<file path="src/hw/rtl/mrs_pkg.sv">
// Types, codes, constants and lookup functions of the meter readout sequencer.
package mrs_pkg;

  localparam int unsigned IDENT_MAX_DEF   = 32;
  localparam int unsigned LINE_MAX_DEF    = 128;
  localparam int unsigned QUEUE_DEPTH_DEF = 4;

  localparam logic [14:0] BAUD_RESET = 15'd300;

  localparam logic [7:0] CHR_STX   = 8'h02;
  localparam logic [7:0] CHR_ETX   = 8'h03;
  localparam logic [7:0] CHR_ACK   = 8'h06;
  localparam logic [7:0] CHR_LF    = 8'h0A;
  localparam logic [7:0] CHR_CR    = 8'h0D;
  localparam logic [7:0] CHR_SLASH = 8'h2F;
  localparam logic [7:0] CHR_QUEST = 8'h3F;
  localparam logic [7:0] CHR_EXCL  = 8'h21;
  localparam logic [7:0] CHR_ZERO  = 8'h30;
  localparam logic [7:0] CHR_SIX   = 8'h36;
  localparam logic [7:0] CHR_A     = 8'h41;
  localparam logic [7:0] CHR_F     = 8'h46;

  localparam logic [7:0] IDENT_MIN = 8'd6;
  localparam logic [7:0] SPEED_POS = 8'd5;
  localparam logic [7:0] LINE_MIN  = 8'd2;

  typedef enum logic [1:0] {
    OP_START   = 2'd0,
    OP_RX      = 2'd1,
    OP_TIMEOUT = 2'd2,
    OP_NONE    = 2'd3
  } opcode_e;

  typedef enum logic [1:0] {
    KIND_TX   = 2'd0,
    KIND_BAUD = 2'd1,
    KIND_DONE = 2'd2
  } kind_e;

  typedef enum logic [1:0] {
    OC_OK    = 2'd0,
    OC_PROTO = 2'd1,
    OC_BCC   = 2'd2
  } outcome_e;

  typedef enum logic [1:0] {
    PH_IDLE  = 2'd0,
    PH_IDENT = 2'd1,
    PH_DATA  = 2'd2,
    PH_TRAIL = 2'd3
  } phase_e;

  // What the front hands to the back: one job expands into one or more words.
  typedef enum logic [1:0] {
    JOB_REQUEST = 2'd0,
    JOB_ACK     = 2'd1,
    JOB_BAUD    = 2'd2,
    JOB_FINISH  = 2'd3
  } job_type_e;

  typedef struct packed {
    job_type_e   jtype;
    logic [7:0]  speed;
    logic [14:0] baud;
    outcome_e    outcome;
  } job_t;

  typedef struct packed {
    kind_e       kind;
    logic [7:0]  tx_byte;
    logic [14:0] baud_rate;
    outcome_e    outcome;
    logic        last;
  } result_t;

  // Baud rate for a speed index, 0 is 300 up to 6 is 19200.
  function automatic logic [14:0] rate_of(logic [7:0] idx);
    logic [14:0] r;
    case (idx)
      8'd0:    r = 15'd300;
      8'd1:    r = 15'd600;
      8'd2:    r = 15'd1200;
      8'd3:    r = 15'd2400;
      8'd4:    r = 15'd4800;
      8'd5:    r = 15'd9600;
      8'd6:    r = 15'd19200;
      default: r = 15'd300;
    endcase
    return r;
  endfunction

  // Bytes of the sign-on request "/?!" CR LF.
  function automatic logic [7:0] request_byte(logic [2:0] idx);
    logic [7:0] b;
    case (idx)
      3'd0:    b = CHR_SLASH;
      3'd1:    b = CHR_QUEST;
      3'd2:    b = CHR_EXCL;
      3'd3:    b = CHR_CR;
      default: b = CHR_LF;
    endcase
    return b;
  endfunction

  // Bytes of the acknowledge message ACK '0' speed '0' CR LF.
  function automatic logic [7:0] ack_byte(logic [2:0] idx, logic [7:0] speed);
    logic [7:0] b;
    case (idx)
      3'd0:    b = CHR_ACK;
      3'd1:    b = CHR_ZERO;
      3'd2:    b = speed;
      3'd3:    b = CHR_ZERO;
      3'd4:    b = CHR_CR;
      default: b = CHR_LF;
    endcase
    return b;
  endfunction

endpackage

</file>
<file path="src/hw/rtl/meter_readout_sequencer_core.sv">
// Top level of the meter readout sequencer: front, job queue and back end.
//
// Usage. The slave stream takes one word per event: tuser carries the opcode
// (start, received byte, receive timeout) and tdata the received byte. The
// master stream gives the sequencer's words: tuser is the kind (transmit
// byte, set receive baud, readout finished), tdata packs the byte, the baud
// rate, the outcome and the three wrapping totals, and tlast marks the final
// word caused by one input word. cfg_we_i writes the initial baud rate; the
// user must write it only while the block is idle; the block does not enforce it.
// Timing. The front classifies an input word in the cycle it is accepted and
// places at most one job in a four-entry queue; s_axis_tready is low only
// while that queue is full. The back end turns a job into one to seven words
// at one word per cycle while the receiver is ready; its first word passes
// through the queue and the output register before it is on offer. Sustained
// throughput is one input word per cycle for words that cause at most one
// result while the receiver is ready; the back end's one-word-per-cycle
// output register bounds the rest.
// Reset clears the phase to idle, all totals to zero and the initial baud
// rate to 300. When the receiver stalls, the output word holds and the queue
// fills; the input side keeps accepting until the queue is full.
module meter_readout_sequencer_core #(
  parameter int unsigned IdentMax   = mrs_pkg::IDENT_MAX_DEF,
  parameter int unsigned LineMax    = mrs_pkg::LINE_MAX_DEF,
  parameter int unsigned QueueDepth = mrs_pkg::QUEUE_DEPTH_DEF
) (
  input  logic         clk_i,
  input  logic         rst_ni,
  input  logic         s_axis_tvalid,
  output logic         s_axis_tready,
  input  logic [7:0]   s_axis_tdata,   // [7:0] rx_byte
  input  logic [1:0]   s_axis_tuser,   // [1:0] opcode
  output logic         m_axis_tvalid,
  input  logic         m_axis_tready,
  // [7:0] tx_byte, [22:8] baud_rate, [24:23] outcome, [56:25] ok_count,
  // [88:57] protocol_error_count, [120:89] checksum_error_count, rest zero
  output logic [127:0] m_axis_tdata,
  output logic [1:0]   m_axis_tuser,   // [1:0] kind
  output logic         m_axis_tlast,
  input  logic         cfg_we_i,
  input  logic [14:0]  cfg_wdata_i
);

  logic [14:0]      init_baud_q;
  logic             in_accept;
  logic             q_push;
  logic             q_full;
  logic             q_empty;
  logic             q_pop;
  mrs_pkg::job_t    q_in;
  mrs_pkg::job_t    q_out;
  mrs_pkg::result_t res;
  logic [31:0]      ok_cnt;
  logic [31:0]      pe_cnt;
  logic [31:0]      ce_cnt;

  always_ff @(posedge clk_i or negedge rst_ni) begin
    if (!rst_ni) begin
      init_baud_q <= mrs_pkg::BAUD_RESET;
    end else if (cfg_we_i) begin
      init_baud_q <= cfg_wdata_i;
    end
  end

  // The front never waits on anything but queue space.
  assign s_axis_tready = !q_full;
  assign in_accept     = s_axis_tvalid && s_axis_tready;

  mrs_front #(
    .IdentMax (IdentMax),
    .LineMax  (LineMax)
  ) u_front (
    .clk_i          (clk_i),
    .rst_ni         (rst_ni),
    .accept_i       (in_accept),
    .opcode_i       (s_axis_tuser),
    .rx_byte_i      (s_axis_tdata),
    .initial_baud_i (init_baud_q),
    .push_o         (q_push),
    .job_o          (q_in)
  );

  mrs_fifo #(
    .Depth (QueueDepth)
  ) u_fifo (
    .clk_i   (clk_i),
    .rst_ni  (rst_ni),
    .push_i  (q_push),
    .data_i  (q_in),
    .full_o  (q_full),
    .pop_i   (q_pop),
    .data_o  (q_out),
    .empty_o (q_empty)
  );

  mrs_back u_back (
    .clk_i       (clk_i),
    .rst_ni      (rst_ni),
    .job_valid_i (!q_empty),
    .job_i       (q_out),
    .pop_o       (q_pop),
    .out_valid_o (m_axis_tvalid),
    .out_ready_i (m_axis_tready),
    .out_o       (res),
    .ok_cnt_o    (ok_cnt),
    .proto_cnt_o (pe_cnt),
    .bcc_cnt_o   (ce_cnt)
  );

  assign m_axis_tdata = {7'd0, ce_cnt, pe_cnt, ok_cnt, res.outcome, res.baud_rate,
                         res.tx_byte};
  assign m_axis_tuser = res.kind;
  assign m_axis_tlast = res.last;

endmodule

</file>
<file path="src/hw/rtl/mrs_fifo.sv">
// Short job queue between the classifying front and the result-emitting back.
module mrs_fifo #(
  parameter int unsigned Depth = mrs_pkg::QUEUE_DEPTH_DEF
) (
  input  logic          clk_i,
  input  logic          rst_ni,
  input  logic          push_i,
  input  mrs_pkg::job_t data_i,
  output logic          full_o,
  input  logic          pop_i,
  output mrs_pkg::job_t data_o,
  output logic          empty_o
);

  localparam int unsigned PtrW = (Depth > 1) ? $clog2(Depth) : 1;
  localparam int unsigned CntW = $clog2(Depth + 1);

  mrs_pkg::job_t mem_q [Depth];

  logic [PtrW-1:0] wr_ptr_q, wr_ptr_d;
  logic [PtrW-1:0] rd_ptr_q, rd_ptr_d;
  logic [CntW-1:0] cnt_q, cnt_d;

  always_comb begin
    wr_ptr_d = wr_ptr_q;
    rd_ptr_d = rd_ptr_q;
    cnt_d    = cnt_q;
    if (push_i) begin
      wr_ptr_d = (wr_ptr_q == PtrW'(Depth - 1)) ? '0 : wr_ptr_q + PtrW'(1);
    end
    if (pop_i) begin
      rd_ptr_d = (rd_ptr_q == PtrW'(Depth - 1)) ? '0 : rd_ptr_q + PtrW'(1);
    end
    if (push_i && !pop_i) begin
      cnt_d = cnt_q + CntW'(1);
    end else if (pop_i && !push_i) begin
      cnt_d = cnt_q - CntW'(1);
    end
  end

  always_ff @(posedge clk_i or negedge rst_ni) begin
    if (!rst_ni) begin
      wr_ptr_q <= '0;
      rd_ptr_q <= '0;
      cnt_q    <= '0;
    end else begin
      wr_ptr_q <= wr_ptr_d;
      rd_ptr_q <= rd_ptr_d;
      cnt_q    <= cnt_d;
    end
  end

  always_ff @(posedge clk_i) begin
    if (push_i) begin
      mem_q[wr_ptr_q] <= data_i;
    end
  end

  assign data_o  = mem_q[rd_ptr_q];
  assign full_o  = (cnt_q == CntW'(Depth));
  assign empty_o = (cnt_q == '0);

endmodule

</file>
<file path="src/hw/rtl/mrs_front.sv">
// Protocol front: tracks the readout phase per received word and queues jobs.
module mrs_front #(
  parameter int unsigned IdentMax = mrs_pkg::IDENT_MAX_DEF,
  parameter int unsigned LineMax  = mrs_pkg::LINE_MAX_DEF
) (
  input  logic          clk_i,
  input  logic          rst_ni,
  input  logic          accept_i,
  input  logic [1:0]    opcode_i,
  input  logic [7:0]    rx_byte_i,
  input  logic [14:0]   initial_baud_i,
  output logic          push_o,
  output mrs_pkg::job_t job_o
);

  mrs_pkg::phase_e phase_q, phase_d;
  logic [7:0] check_q, check_d;
  logic [7:0] lc_q, lc_d;
  logic [7:0] prev_q, prev_d;
  logic [7:0] pprev_q, pprev_d;
  logic [7:0] speed_q, speed_d;
  logic [7:0] tfirst_q, tfirst_d;
  logic       tseen_q, tseen_d;

  logic [7:0] lc_inc;
  logic [7:0] lc_eval;
  logic [7:0] speed_eval;
  logic [7:0] check_x;
  logic       ident_end;
  logic       data_end;
  logic       fin;
  mrs_pkg::outcome_e fin_oc;
  logic       is_rx;
  logic       is_to;
  logic       line_brk;

  assign lc_inc   = lc_q + 8'd1;
  assign is_rx    = (opcode_i == mrs_pkg::OP_RX);
  assign is_to    = (opcode_i == mrs_pkg::OP_TIMEOUT);
  assign line_brk = is_to || (rx_byte_i == mrs_pkg::CHR_LF);

  always_comb begin
    phase_d    = phase_q;
    check_d    = check_q;
    lc_d       = lc_q;
    prev_d     = prev_q;
    pprev_d    = pprev_q;
    speed_d    = speed_q;
    tfirst_d   = tfirst_q;
    tseen_d    = tseen_q;
    push_o     = 1'b0;
    job_o      = '0;
    ident_end  = 1'b0;
    data_end   = 1'b0;
    lc_eval    = lc_q;
    speed_eval = speed_q;
    check_x    = check_q;
    fin        = 1'b0;
    fin_oc     = mrs_pkg::OC_PROTO;

    if (accept_i) begin
      unique case (phase_q)
        mrs_pkg::PH_IDLE: begin
          if (opcode_i == mrs_pkg::OP_START) begin
            push_o        = 1'b1;
            job_o.jtype   = mrs_pkg::JOB_REQUEST;
            job_o.baud    = initial_baud_i;
            phase_d       = mrs_pkg::PH_IDENT;
            lc_d          = '0;
            tseen_d       = 1'b0;
          end
        end
        mrs_pkg::PH_IDENT: begin
          if (is_rx || is_to) begin
            if (line_brk) begin
              ident_end = 1'b1;
            end else begin
              lc_d    = lc_inc;
              lc_eval = lc_inc;
              if (lc_inc == mrs_pkg::SPEED_POS) begin
                speed_d    = rx_byte_i;
                speed_eval = rx_byte_i;
              end
              ident_end = (lc_inc >= 8'(IdentMax));
            end
          end
          if (ident_end) begin
            if (lc_eval < mrs_pkg::IDENT_MIN) begin
              fin = 1'b1;
            end else begin
              push_o = 1'b1;
              if (speed_eval >= mrs_pkg::CHR_ZERO && speed_eval <= mrs_pkg::CHR_SIX) begin
                job_o.jtype = mrs_pkg::JOB_ACK;
                job_o.speed = speed_eval;
                job_o.baud  = mrs_pkg::rate_of(speed_eval - mrs_pkg::CHR_ZERO);
              end else if (speed_eval >= mrs_pkg::CHR_A && speed_eval <= mrs_pkg::CHR_F) begin
                job_o.jtype = mrs_pkg::JOB_BAUD;
                job_o.baud  = mrs_pkg::rate_of(speed_eval - mrs_pkg::CHR_A + 8'd1);
              end else begin
                job_o.jtype = mrs_pkg::JOB_BAUD;
                job_o.baud  = initial_baud_i;
              end
              phase_d = mrs_pkg::PH_DATA;
              check_d = mrs_pkg::CHR_STX;
              lc_d    = '0;
            end
          end
        end
        mrs_pkg::PH_DATA: begin
          if (is_rx || is_to) begin
            if (line_brk) begin
              if (lc_q < mrs_pkg::LINE_MIN) begin
                fin = 1'b1;
              end else begin
                data_end = 1'b1;
              end
            end else begin
              check_x = check_q ^ rx_byte_i;
              check_d = check_x;
              pprev_d = prev_q;
              prev_d  = rx_byte_i;
              lc_d    = lc_inc;
              data_end = (lc_inc >= 8'(LineMax));
            end
          end
          // A line that ends adds the LF to the check byte; "!" before the
          // line end marks the last data line.
          if (data_end) begin
            check_d = check_x ^ mrs_pkg::CHR_LF;
            lc_d    = '0;
            if (pprev_d == mrs_pkg::CHR_EXCL) begin
              phase_d = mrs_pkg::PH_TRAIL;
              tseen_d = 1'b0;
            end
          end
        end
        mrs_pkg::PH_TRAIL: begin
          if (is_to) begin
            fin = 1'b1;
          end else if (is_rx) begin
            if (!tseen_q) begin
              tfirst_d = rx_byte_i;
              tseen_d  = 1'b1;
            end else if (tfirst_q != mrs_pkg::CHR_ETX) begin
              fin = 1'b1;
            end else begin
              check_x = check_q ^ mrs_pkg::CHR_ETX;
              check_d = check_x;
              fin     = 1'b1;
              fin_oc  = (check_x == rx_byte_i) ? mrs_pkg::OC_OK : mrs_pkg::OC_BCC;
            end
          end
        end
        default: ;
      endcase

      if (fin) begin
        push_o        = 1'b1;
        job_o         = '0;
        job_o.jtype   = mrs_pkg::JOB_FINISH;
        job_o.outcome = fin_oc;
        phase_d       = mrs_pkg::PH_IDLE;
        lc_d          = '0;
        tseen_d       = 1'b0;
      end
    end
  end

  always_ff @(posedge clk_i or negedge rst_ni) begin
    if (!rst_ni) begin
      phase_q  <= mrs_pkg::PH_IDLE;
      check_q  <= '0;
      lc_q     <= '0;
      prev_q   <= '0;
      pprev_q  <= '0;
      speed_q  <= '0;
      tfirst_q <= '0;
      tseen_q  <= 1'b0;
    end else begin
      phase_q  <= phase_d;
      check_q  <= check_d;
      lc_q     <= lc_d;
      prev_q   <= prev_d;
      pprev_q  <= pprev_d;
      speed_q  <= speed_d;
      tfirst_q <= tfirst_d;
      tseen_q  <= tseen_d;
    end
  end

endmodule

</file>
<file path="src/hw/rtl/mrs_back.sv">
// Result back end: expands queued jobs into output words and keeps the totals.
module mrs_back (
  input  logic              clk_i,
  input  logic              rst_ni,
  input  logic              job_valid_i,
  input  mrs_pkg::job_t     job_i,
  output logic              pop_o,
  output logic              out_valid_o,
  input  logic              out_ready_i,
  output mrs_pkg::result_t  out_o,
  output logic [31:0]       ok_cnt_o,
  output logic [31:0]       proto_cnt_o,
  output logic [31:0]       bcc_cnt_o
);

  logic [2:0]       idx_q, idx_d;
  logic             vld_q, vld_d;
  mrs_pkg::result_t out_q, res;
  logic [31:0]      ok_q, ok_d;
  logic [31:0]      pe_q, pe_d;
  logic [31:0]      ce_q, ce_d;
  logic             load;

  assign load = job_valid_i && (!vld_q || out_ready_i);

  // Word number idx of the job at the head of the queue.
  always_comb begin
    res = '0;
    unique case (job_i.jtype)
      mrs_pkg::JOB_REQUEST: begin
        if (idx_q < 3'd5) begin
          res.kind    = mrs_pkg::KIND_TX;
          res.tx_byte = mrs_pkg::request_byte(idx_q);
        end else begin
          res.kind      = mrs_pkg::KIND_BAUD;
          res.baud_rate = job_i.baud;
          res.last      = 1'b1;
        end
      end
      mrs_pkg::JOB_ACK: begin
        if (idx_q < 3'd6) begin
          res.kind    = mrs_pkg::KIND_TX;
          res.tx_byte = mrs_pkg::ack_byte(idx_q, job_i.speed);
        end else begin
          res.kind      = mrs_pkg::KIND_BAUD;
          res.baud_rate = job_i.baud;
          res.last      = 1'b1;
        end
      end
      mrs_pkg::JOB_BAUD: begin
        res.kind      = mrs_pkg::KIND_BAUD;
        res.baud_rate = job_i.baud;
        res.last      = 1'b1;
      end
      mrs_pkg::JOB_FINISH: begin
        res.kind    = mrs_pkg::KIND_DONE;
        res.outcome = job_i.outcome;
        res.last    = 1'b1;
      end
      default: ;
    endcase
  end

  always_comb begin
    idx_d = idx_q;
    vld_d = vld_q;
    ok_d  = ok_q;
    pe_d  = pe_q;
    ce_d  = ce_q;
    pop_o = 1'b0;
    if (out_ready_i) begin
      vld_d = 1'b0;
    end
    if (load) begin
      vld_d = 1'b1;
      if (res.last) begin
        idx_d = '0;
        pop_o = 1'b1;
      end else begin
        idx_d = idx_q + 3'd1;
      end
      if (res.kind == mrs_pkg::KIND_DONE) begin
        case (res.outcome)
          mrs_pkg::OC_OK:    ok_d = ok_q + 32'd1;
          mrs_pkg::OC_PROTO: pe_d = pe_q + 32'd1;
          default:           ce_d = ce_q + 32'd1;
        endcase
      end
    end
  end

  always_ff @(posedge clk_i or negedge rst_ni) begin
    if (!rst_ni) begin
      idx_q <= '0;
      vld_q <= 1'b0;
      ok_q  <= '0;
      pe_q  <= '0;
      ce_q  <= '0;
    end else begin
      idx_q <= idx_d;
      vld_q <= vld_d;
      ok_q  <= ok_d;
      pe_q  <= pe_d;
      ce_q  <= ce_d;
    end
  end

  always_ff @(posedge clk_i) begin
    if (load) begin
      out_q <= res;
    end
  end

  assign out_valid_o = vld_q;
  assign out_o       = out_q;
  // The totals change only when a new word is loaded, so they always match
  // the word that is on offer.
  assign ok_cnt_o    = ok_q;
  assign proto_cnt_o = pe_q;
  assign bcc_cnt_o   = ce_q;

endmodule

</file>
<file path="config.mk">
export PLATFORM = sky130hd
export DESIGN_NAME = meter_readout_sequencer_core
export DESIGN_NICKNAME = d
export VERILOG_FILES = /design/src/hw/rtl/mrs_pkg.sv /design/src/hw/rtl/meter_readout_sequencer_core.sv /design/src/hw/rtl/mrs_fifo.sv /design/src/hw/rtl/mrs_front.sv /design/src/hw/rtl/mrs_back.sv
export SDC_FILE = /design/constraint.sdc
export NUM_CORES = 1
export LEC_CHECK = 0
export BUFFER_PORTS_ARGS = -buffer_cell sky130_fd_sc_hd__buf_2
export CAP_MARGIN = 40
export CORE_UTILIZATION = 50
export CTS_CLUSTER_SIZE = 25
export DETAILED_ROUTE_END_ITERATION = 8
export PLACE_DENSITY = 0.74
export SYNTH_ARGS = -nofsm -noshare
export SYNTH_HDL_FRONTEND = slang
export SYNTH_SLANG_ARGS = --single-unit
</file>
<file path="constraint.sdc">
create_clock -name clk_i -period 4.05 [get_ports clk_i]
set_input_delay 0.81 -clock clk_i [delete_from_list [all_inputs] [get_ports clk_i]]
set_output_delay 0.81 -clock clk_i [all_outputs]
set_load 0.01 [all_outputs]
</file>
==> impl_metrics.env, run 1 <==
export IMPL_crit_start="u_front.lc_q[0]"
export IMPL_drive_above_1_share_pct=26.0
export IMPL_seq_area_sq_um=8420
export IMPL_antenna_found_initial=1
export IMPL_grt_pass1_wl_microns=53800
export IMPL_avgRoutedWirePerCell_microns=18.3
export IMPL_synth_seq_cells=309
export IMPL_finalHoldViolations=0
export IMPL_critPathCaptureType="flip-flop"
export IMPL_period_share_pct=93.5
export IMPL_grt_pass1_vias=10117
export IMPL_clk_path_buf_depth=3
export IMPL_synth_compound_area_share_pct=7.80
export IMPL_synthSimpleGateAreaFrac_pct=15.0
export IMPL_synth_top_flop_cell="dfrtp_1"
export IMPL_globalplace_congestion=0.921
export IMPL_num_vias=10333
export IMPL_top_layer="met4"
export IMPL_fp_dieW_microns=175
export IMPL_layout_common_cells="168 x dfrtp_1, 154 x buf_2, 136 x edfxtp_1"
export IMPL_port_buffers=155
export IMPL_synth_top_family_by_area="simple AND/OR/NAND/NOR gates"
export IMPL_die_area_sq_um=30500
export IMPL_crit_family="compound AO/OA/AOI/OAI gates"
export IMPL_clkPwrFrac_pct=32.6
export IMPL_synth_cell_types=87
export IMPL_status="finished, final reports clean"
export IMPL_clock_fmax_mhz=264
export IMPL_cts_htree_levels=2
export IMPL_rsz0062_at_grt="no"
export IMPL_first_pass_iters=5
export IMPL_numCtsBuffers=34
export IMPL_r2r_setup_slack_ps=260
export IMPL_cp_num_cells=13
export IMPL_p_int_mw=6.83
export IMPL_rr_endpoint="u_fifo.cnt_q[2]"
export IMPL_synth_largest_area_cell="dfrtp_1"
export IMPL_synth_edf_count=136
export IMPL_start_util_pct=51.3
export IMPL_ys_warn_count=0
export IMPL_layout_nets=1470
export IMPL_fill_cells=2334
export IMPL_ys_async_sr_fraction_pct=56.0
export IMPL_cp_max_fo=7
export IMPL_r2r_start="u_front.lc_q[0]"
export IMPL_required_ps=4480
export IMPL_syn_cell_area_sq_um=14900
export IMPL_seq_power_share_pct=42.7
export IMPL_rows=62
export IMPL_core_area_sq_um=29000
export IMPL_synth_xor_area_share_pct=6.53
export IMPL_cts_setup_buffers=0
export IMPL_synth_area_leaders="dfrtp_1 28%, edfxtp_1 27%, xnor2_1 4.8%, mux4_2 4.1%, mux2_2 3.9%"
export IMPL_switching_share_pct=29.6
export IMPL_die_h_microns=175
export IMPL_p_leak_nw=7.46
export IMPL_drtIter0Drc=838
export IMPL_worstMarginPinSlew_ps=732
export IMPL_fin_skew_ps=16.3
export IMPL_ir_drop_mv=0.320
export IMPL_crit_slowest_cell="or4_1"
export IMPL_power_density_nw_per_um2=553
export IMPL_cp_cell_sequence="ha_1 -> xor2_1 -> a2bb2oi_1 -> or4_1 -> a22o_4 -> o41a_4 -> a31oi_4 -> ha_1 -> inv_1 -> fa_1 -> xor2_1 -> nor2_1 -> xor2_1"
export IMPL_slowest_delay_ps=560
export IMPL_cp_common_cell="xor2_1"
export IMPL_whs_ps=123
export IMPL_synthMuxAreaShare_pct=9.00
export IMPL_drc=0
export IMPL_rr_worst_depth=13
export IMPL_multiInputGateArea_sq_um=6110
export IMPL_hold_path_class="in2async"
export IMPL_start_kind="flip-flop"
export IMPL_p_switching_mw=2.87
export IMPL_final_common_cell="dfrtp_1"
export IMPL_synth_avg_cell_area_sq_um=12.2
export IMPL_pin_count=163
export IMPL_wl_met2_microns=16100
export IMPL_root_buffer="clkbuf_16"
export IMPL_fin_total_pwr_mw=9.70
export IMPL_clock_latency_ps=520
export IMPL_synth_top_area_share_pct=28.4
export IMPL_grt_usage_pct=22.1
export IMPL_via_per_inst=5.67
export IMPL_grt_remaining_overflow=0
export IMPL_wl_met3_microns=1850
export IMPL_maxCapViolations=0
export IMPL_worst_path_buf_inv=1
export IMPL_drtAntennaViolNets=0
export IMPL_m1WireLength_microns=14700
export IMPL_synth_adder_area_share_pct=2.15
export IMPL_setup_violations=0
export IMPL_cts_resized=0
export IMPL_grt_max_degree=80
export IMPL_ys_seq_area_share_pct=56.6
export IMPL_dp_hpwl_microns=23100
export IMPL_finalWirelength_microns=33300
export IMPL_cp_arrival_ps=4220
export IMPL_path_clk_slew_ps=60
export IMPL_cts_tree="yes"
export IMPL_cts_sinks=309
export IMPL_syn2layout_area_growth_pct=17.9
export IMPL_relSlewSlack_pct=51.1
export IMPL_syn_inst=1222
export IMPL_setup_worst_path_end="u_fifo.cnt_q[2]"
export IMPL_cts_hold_repair_buffers=0
export IMPL_period_needed_ps=3790
export IMPL_critPathKind="reg2reg"
export IMPL_drv_slew=0
export IMPL_combPwrFrac_pct=24.7
worst reg2reg max path: cells and delay by family (launching register included):
| kind | cells | cell delay (ps) |
|---|---|---|
| AND/OR/NAND/NOR | 2 | 670 |
| buffers and inverters | 1 | 60 |
| XOR/XNOR | 3 | 530 |
| flip-flops | 1 | 450 |
| adder cells (fa/ha/maj) | 3 | 910 |
| AO/OA/AOI/OAI | 4 | 1080 |
state kept, by name, indices dropped and copies added, names as in the netlist, 3 cells and up:
signal and count:
u_back.idx_q 3, u_front.prev_q 8, u_fifo.cnt_q 3, u_back.bcc_cnt_o 32
u_front.check_q 8, u_fifo.mem_q 108, u_front.lc_q 8, u_back.ok_cnt_o 32
u_front.speed_q 8, u_back.out_o 28, u_front.pprev_q 8, u_front.tfirst_q 8
u_back.proto_cnt_o 32, init_baud_q 15
power groups by stage:
stage / registers (mW) / logic, mW / clock network (mW)
6_report: 4.14 / 2.40 / 3.16
5_1_grt: 4.20 / 2.64 / 3.35
4_1_cts: 4.14 / 2.40 / 3.24
3_5_place_dp: 4.19 / 2.39 / 0
3_3_place_gp: 4.17 / 2.31 / 0
2_1_floorplan: 4.20 / 1.58 / 0
how the worst min path moves through the flow:
stage                     slack [ps]                endpoint  cells past startpoint
final                            120          init_baud_q[1]                      1
after global routing             110         init_baud_q[13]                      1
after CTS                        110         init_baud_q[13]                      1
after detailed placement         460  u_back.proto_cnt_o[31]                      1
after global placement           450    u_back.bcc_cnt_o[31]                      1
after floorplan                  450     u_front.tfirst_q[0]                      2
final cells by class:
type                       count  share of cell area, %
sequential                   309                   48.0
multi-input combinational    835                   34.8
timing repair buffer         205                   7.21
clock buffer                  46                   5.53
tap                          384                   2.74
clock inverter                14                   1.08
inverter                      30                  0.642
antenna                        1                 0.0143
cell usage after synthesis, drive strengths merged, types with 9 or more instances:
master and instances:
ha 24, nor3 22, xor2 30, mux2i 14, buf 33, and4 9
nor2b 27, or3 11, o21ai 40, dfrtp 169, nand2 106, inv 30
clkbuf 33, mux4 27, a22o 12, and3 31, xnor2 81, nand4 28
and2 24, a21oi 31, mux2 51, nor2 73, edfxtp 136, nand3 53
stage by stage:
stage	instance area [sq um]	util (%)	setup slack, ps	setup TNS (ps)	std cells
4_1_cts	17500	60.5	265	0	1823
3_3_place_gp	16300	56.3	74.1	0	1761
3_5_place_dp	16400	56.5	-48.6	-48.6	1763
5_1_grt	17500	60.5	90.8	0	1824
2_1_floorplan	15000	-	10.2	0	1240
6_report	17500	60.5	264	0	1824
logic make-up after synthesis:
family,count (synthesis)
simple gates,425
other cells,1
xor+xnor,111
flops,309
mux,92
compound gates,163
buf+inv,96
fa+ha+maj,25
layer usage:
| layer | up-vias | global-route usage (%) |
|---|---|---|
| met4 | 0 | 6.92 |
| met1 | 5135 | 30.2 |
| li1 | 4833 | - |
| met2 | 308 | 35.9 |
| met3 | 57 | 3.98 |
| met5 | - | 0 |
(Power assumes the default switching activity.)
==> run 2, diff against run 1 <==
--- a/config.mk
+++ b/config.mk
@@ -10,7 +10,7 @@
 export CORE_UTILIZATION = 50
 export CTS_CLUSTER_SIZE = 25
 export DETAILED_ROUTE_END_ITERATION = 8
-export PLACE_DENSITY = 0.74
+export PLACE_DENSITY = 0.7
 export SYNTH_ARGS = -nofsm -noshare
 export SYNTH_HDL_FRONTEND = slang
 export SYNTH_SLANG_ARGS = --single-unit
==> run 2 against run 1 <==
  * Register-to-register slack improved by 40 ps
  * Combinational power barely moved
  * Critical endpoint unchanged
  * Power fell by 2.6%
  * Cell count barely moved
==> impl_metrics.env, run 2 (same netlist as run 1, synthesis figures left out) <==
export IMPL_drive_above_1_share_pct=25.7
export IMPL_antenna_found_initial=1
export IMPL_num_vias=10294
export IMPL_root_buffer="clkbuf_16"
export IMPL_seq_power_share_pct=43.6
export IMPL_syn2layout_area_growth_pct=17.2
export IMPL_cp_max_fo=7
export IMPL_rows=62
export IMPL_via_per_inst=5.65
export IMPL_grt_max_degree=84
export IMPL_drtAntennaViolNets=0
export IMPL_hold_path_class="in2async"
export IMPL_clock_latency_ps=510
export IMPL_combPwrFrac_pct=25.2
export IMPL_grt_remaining_overflow=0
export IMPL_drv_slew=0
export IMPL_cts_tree="yes"
export IMPL_die_h_microns=175
export IMPL_globalplace_congestion=0.903
export IMPL_grt_usage_pct=21.7
export IMPL_core_area_sq_um=29000
export IMPL_cts_hold_repair_buffers=0
export IMPL_cts_htree_levels=2
export IMPL_clk_path_buf_depth=3
export IMPL_numPlacedInstances=1760
export IMPL_dp_hpwl_microns=23000
export IMPL_required_ps=4480
export IMPL_finalWirelength_microns=32800
export IMPL_cts_resized=0
export IMPL_port_buffers=155
export IMPL_layout_common_cells="168 x dfrtp_1, 154 x buf_2, 136 x edfxtp_1"
export IMPL_setup_violations=0
export IMPL_start_kind="flip-flop"
export IMPL_critPathCaptureType="flip-flop"
export IMPL_path_clk_slew_ps=60
export IMPL_cp_arrival_ps=4170
export IMPL_drtIter0Drc=743
export IMPL_clock_fmax_mhz=267
export IMPL_cts_setup_buffers=0
export IMPL_finalHoldViolations=0
export IMPL_layout_nets=1467
export IMPL_p_switching_mw=2.84
export IMPL_first_pass_iters=6
export IMPL_numCtsBuffers=34
export IMPL_final_setup_tns_ps=0
export IMPL_power_density_nw_per_um2=542
export IMPL_p_int_mw=6.60
export IMPL_final_common_cell="dfrtp_1"
export IMPL_start_util_pct=51.3
export IMPL_fill_cells=2325
export IMPL_fin_total_pwr_mw=9.45
export IMPL_avgRoutedWirePerCell_microns=18.0
export IMPL_maxCapViolations=0
export IMPL_status="finished, final reports clean"
export IMPL_grt_pass1_vias=9907
export IMPL_clkPwrFrac_pct=31.2
export IMPL_whs_ps=104
export IMPL_switching_share_pct=30.1
export IMPL_grt_pass1_wl_microns=52800
export IMPL_worstMarginPinSlew_ps=959
export IMPL_multiInputGateArea_sq_um=6100
export IMPL_die_area_sq_um=30500
export IMPL_fp_dieW_microns=175
export IMPL_largest_register="u_fifo.mem_q"
export IMPL_seq_area_sq_um=8420
export IMPL_period_share_pct=92.5
export IMPL_final_cells=1823
export IMPL_period_needed_ps=3740
export IMPL_relSlewSlack_pct=35.9
export IMPL_final_util_pct=60.1
export IMPL_ir_drop_mv=0.321
export IMPL_pin_count=163
export IMPL_rsz0062_at_grt="no"
export IMPL_critPathKind="reg2reg"
export IMPL_largest_reg_flops=108
export IMPL_cts_sinks=309
export IMPL_p_leak_nw=7.40
export IMPL_drc=0
export IMPL_fin_skew_ps=12.3
## run 2: cell types whose count changed in the layout (fill, tap and decap cells not counted)
cell / delta
nor2_2: +1
inv_16: -1
clkinv_8: +2
clkbuf_8: +2
nor2_4: -1
clkbuf_16: -2
bufinv_16: -3
clkbuf_1: +4
buf_4: -3
## run 2: worst max-delay path: stages (launching register included)
cell and delay [ps]:
dfrtp_1 470, ha_1 340, xor2_1 200, a2bb2oi_1 160
or4_1 550, a22o_4 280, o41a_4 490, a31oi_4 150
ha_1 190, inv_1 50, fa_1 370, xor2_1 170
nor2_1 110, xor2_1 150
## run 2: power groups by stage
stage | logic (mW) | clock network (mW) | registers (mW)
after floorplan | 1.58 | 0 | 4.20
after global placement | 2.35 | 0 | 4.16
after detailed placement | 2.39 | 0 | 4.18
after CTS | 2.41 | 3.03 | 4.12
after global routing | 2.62 | 3.15 | 4.18
final | 2.38 | 2.95 | 4.12
## run 2: final cells by class
| cell class | count | area share [%] |
|---|---|---|
| inverter | 30 | 0.646 |
| sequential | 309 | 48.3 |
| timing repair buffer | 202 | 7.13 |
| antenna | 1 | 0.0144 |
| multi-input combinational | 835 | 35.0 |
| tap | 384 | 2.76 |
| clock inverter | 12 | 0.639 |
| clock buffer | 50 | 5.52 |
## run 2: metrics by stage
step / setup slack [ps] / area [sq um]
floorplan: 10.2 / 15000
global placement: 75.2 / 16300
detailed placement: -18.3 / 16400
CTS: 323 / 17400
global route: 119 / 17400
finish: 306 / 17400
## run 2: worst paths after layout
kind / start / endpoint / slack [ps] / cells after the start
worst min-delay path: rst_ni / init_baud_q[1] / 100 / 1
worst max register to register: u_front.lc_q[0] / u_fifo.cnt_q[2] / 310 / 13
min in group clk_i: u_back.ok_cnt_o[31] / u_back.ok_cnt_o[31] / 470 / 1
worst max-delay path: u_front.lc_q[0] / u_fifo.cnt_q[2] / 310 / 13
max in group asynchronous: rst_ni / u_back.proto_cnt_o[21] / 2930 / 3
worst min register to register: u_back.ok_cnt_o[31] / u_back.ok_cnt_o[31] / 470 / 1
## run 2: routing by layer
metal,wire length [microns],GRT usage [%],vias up
li1,-,-,4821
met1,15000,31.0,5103
met2,15500,34.5,313
met3,1760,3.46,57
met4,595,6.09,0
met5,0,0,-
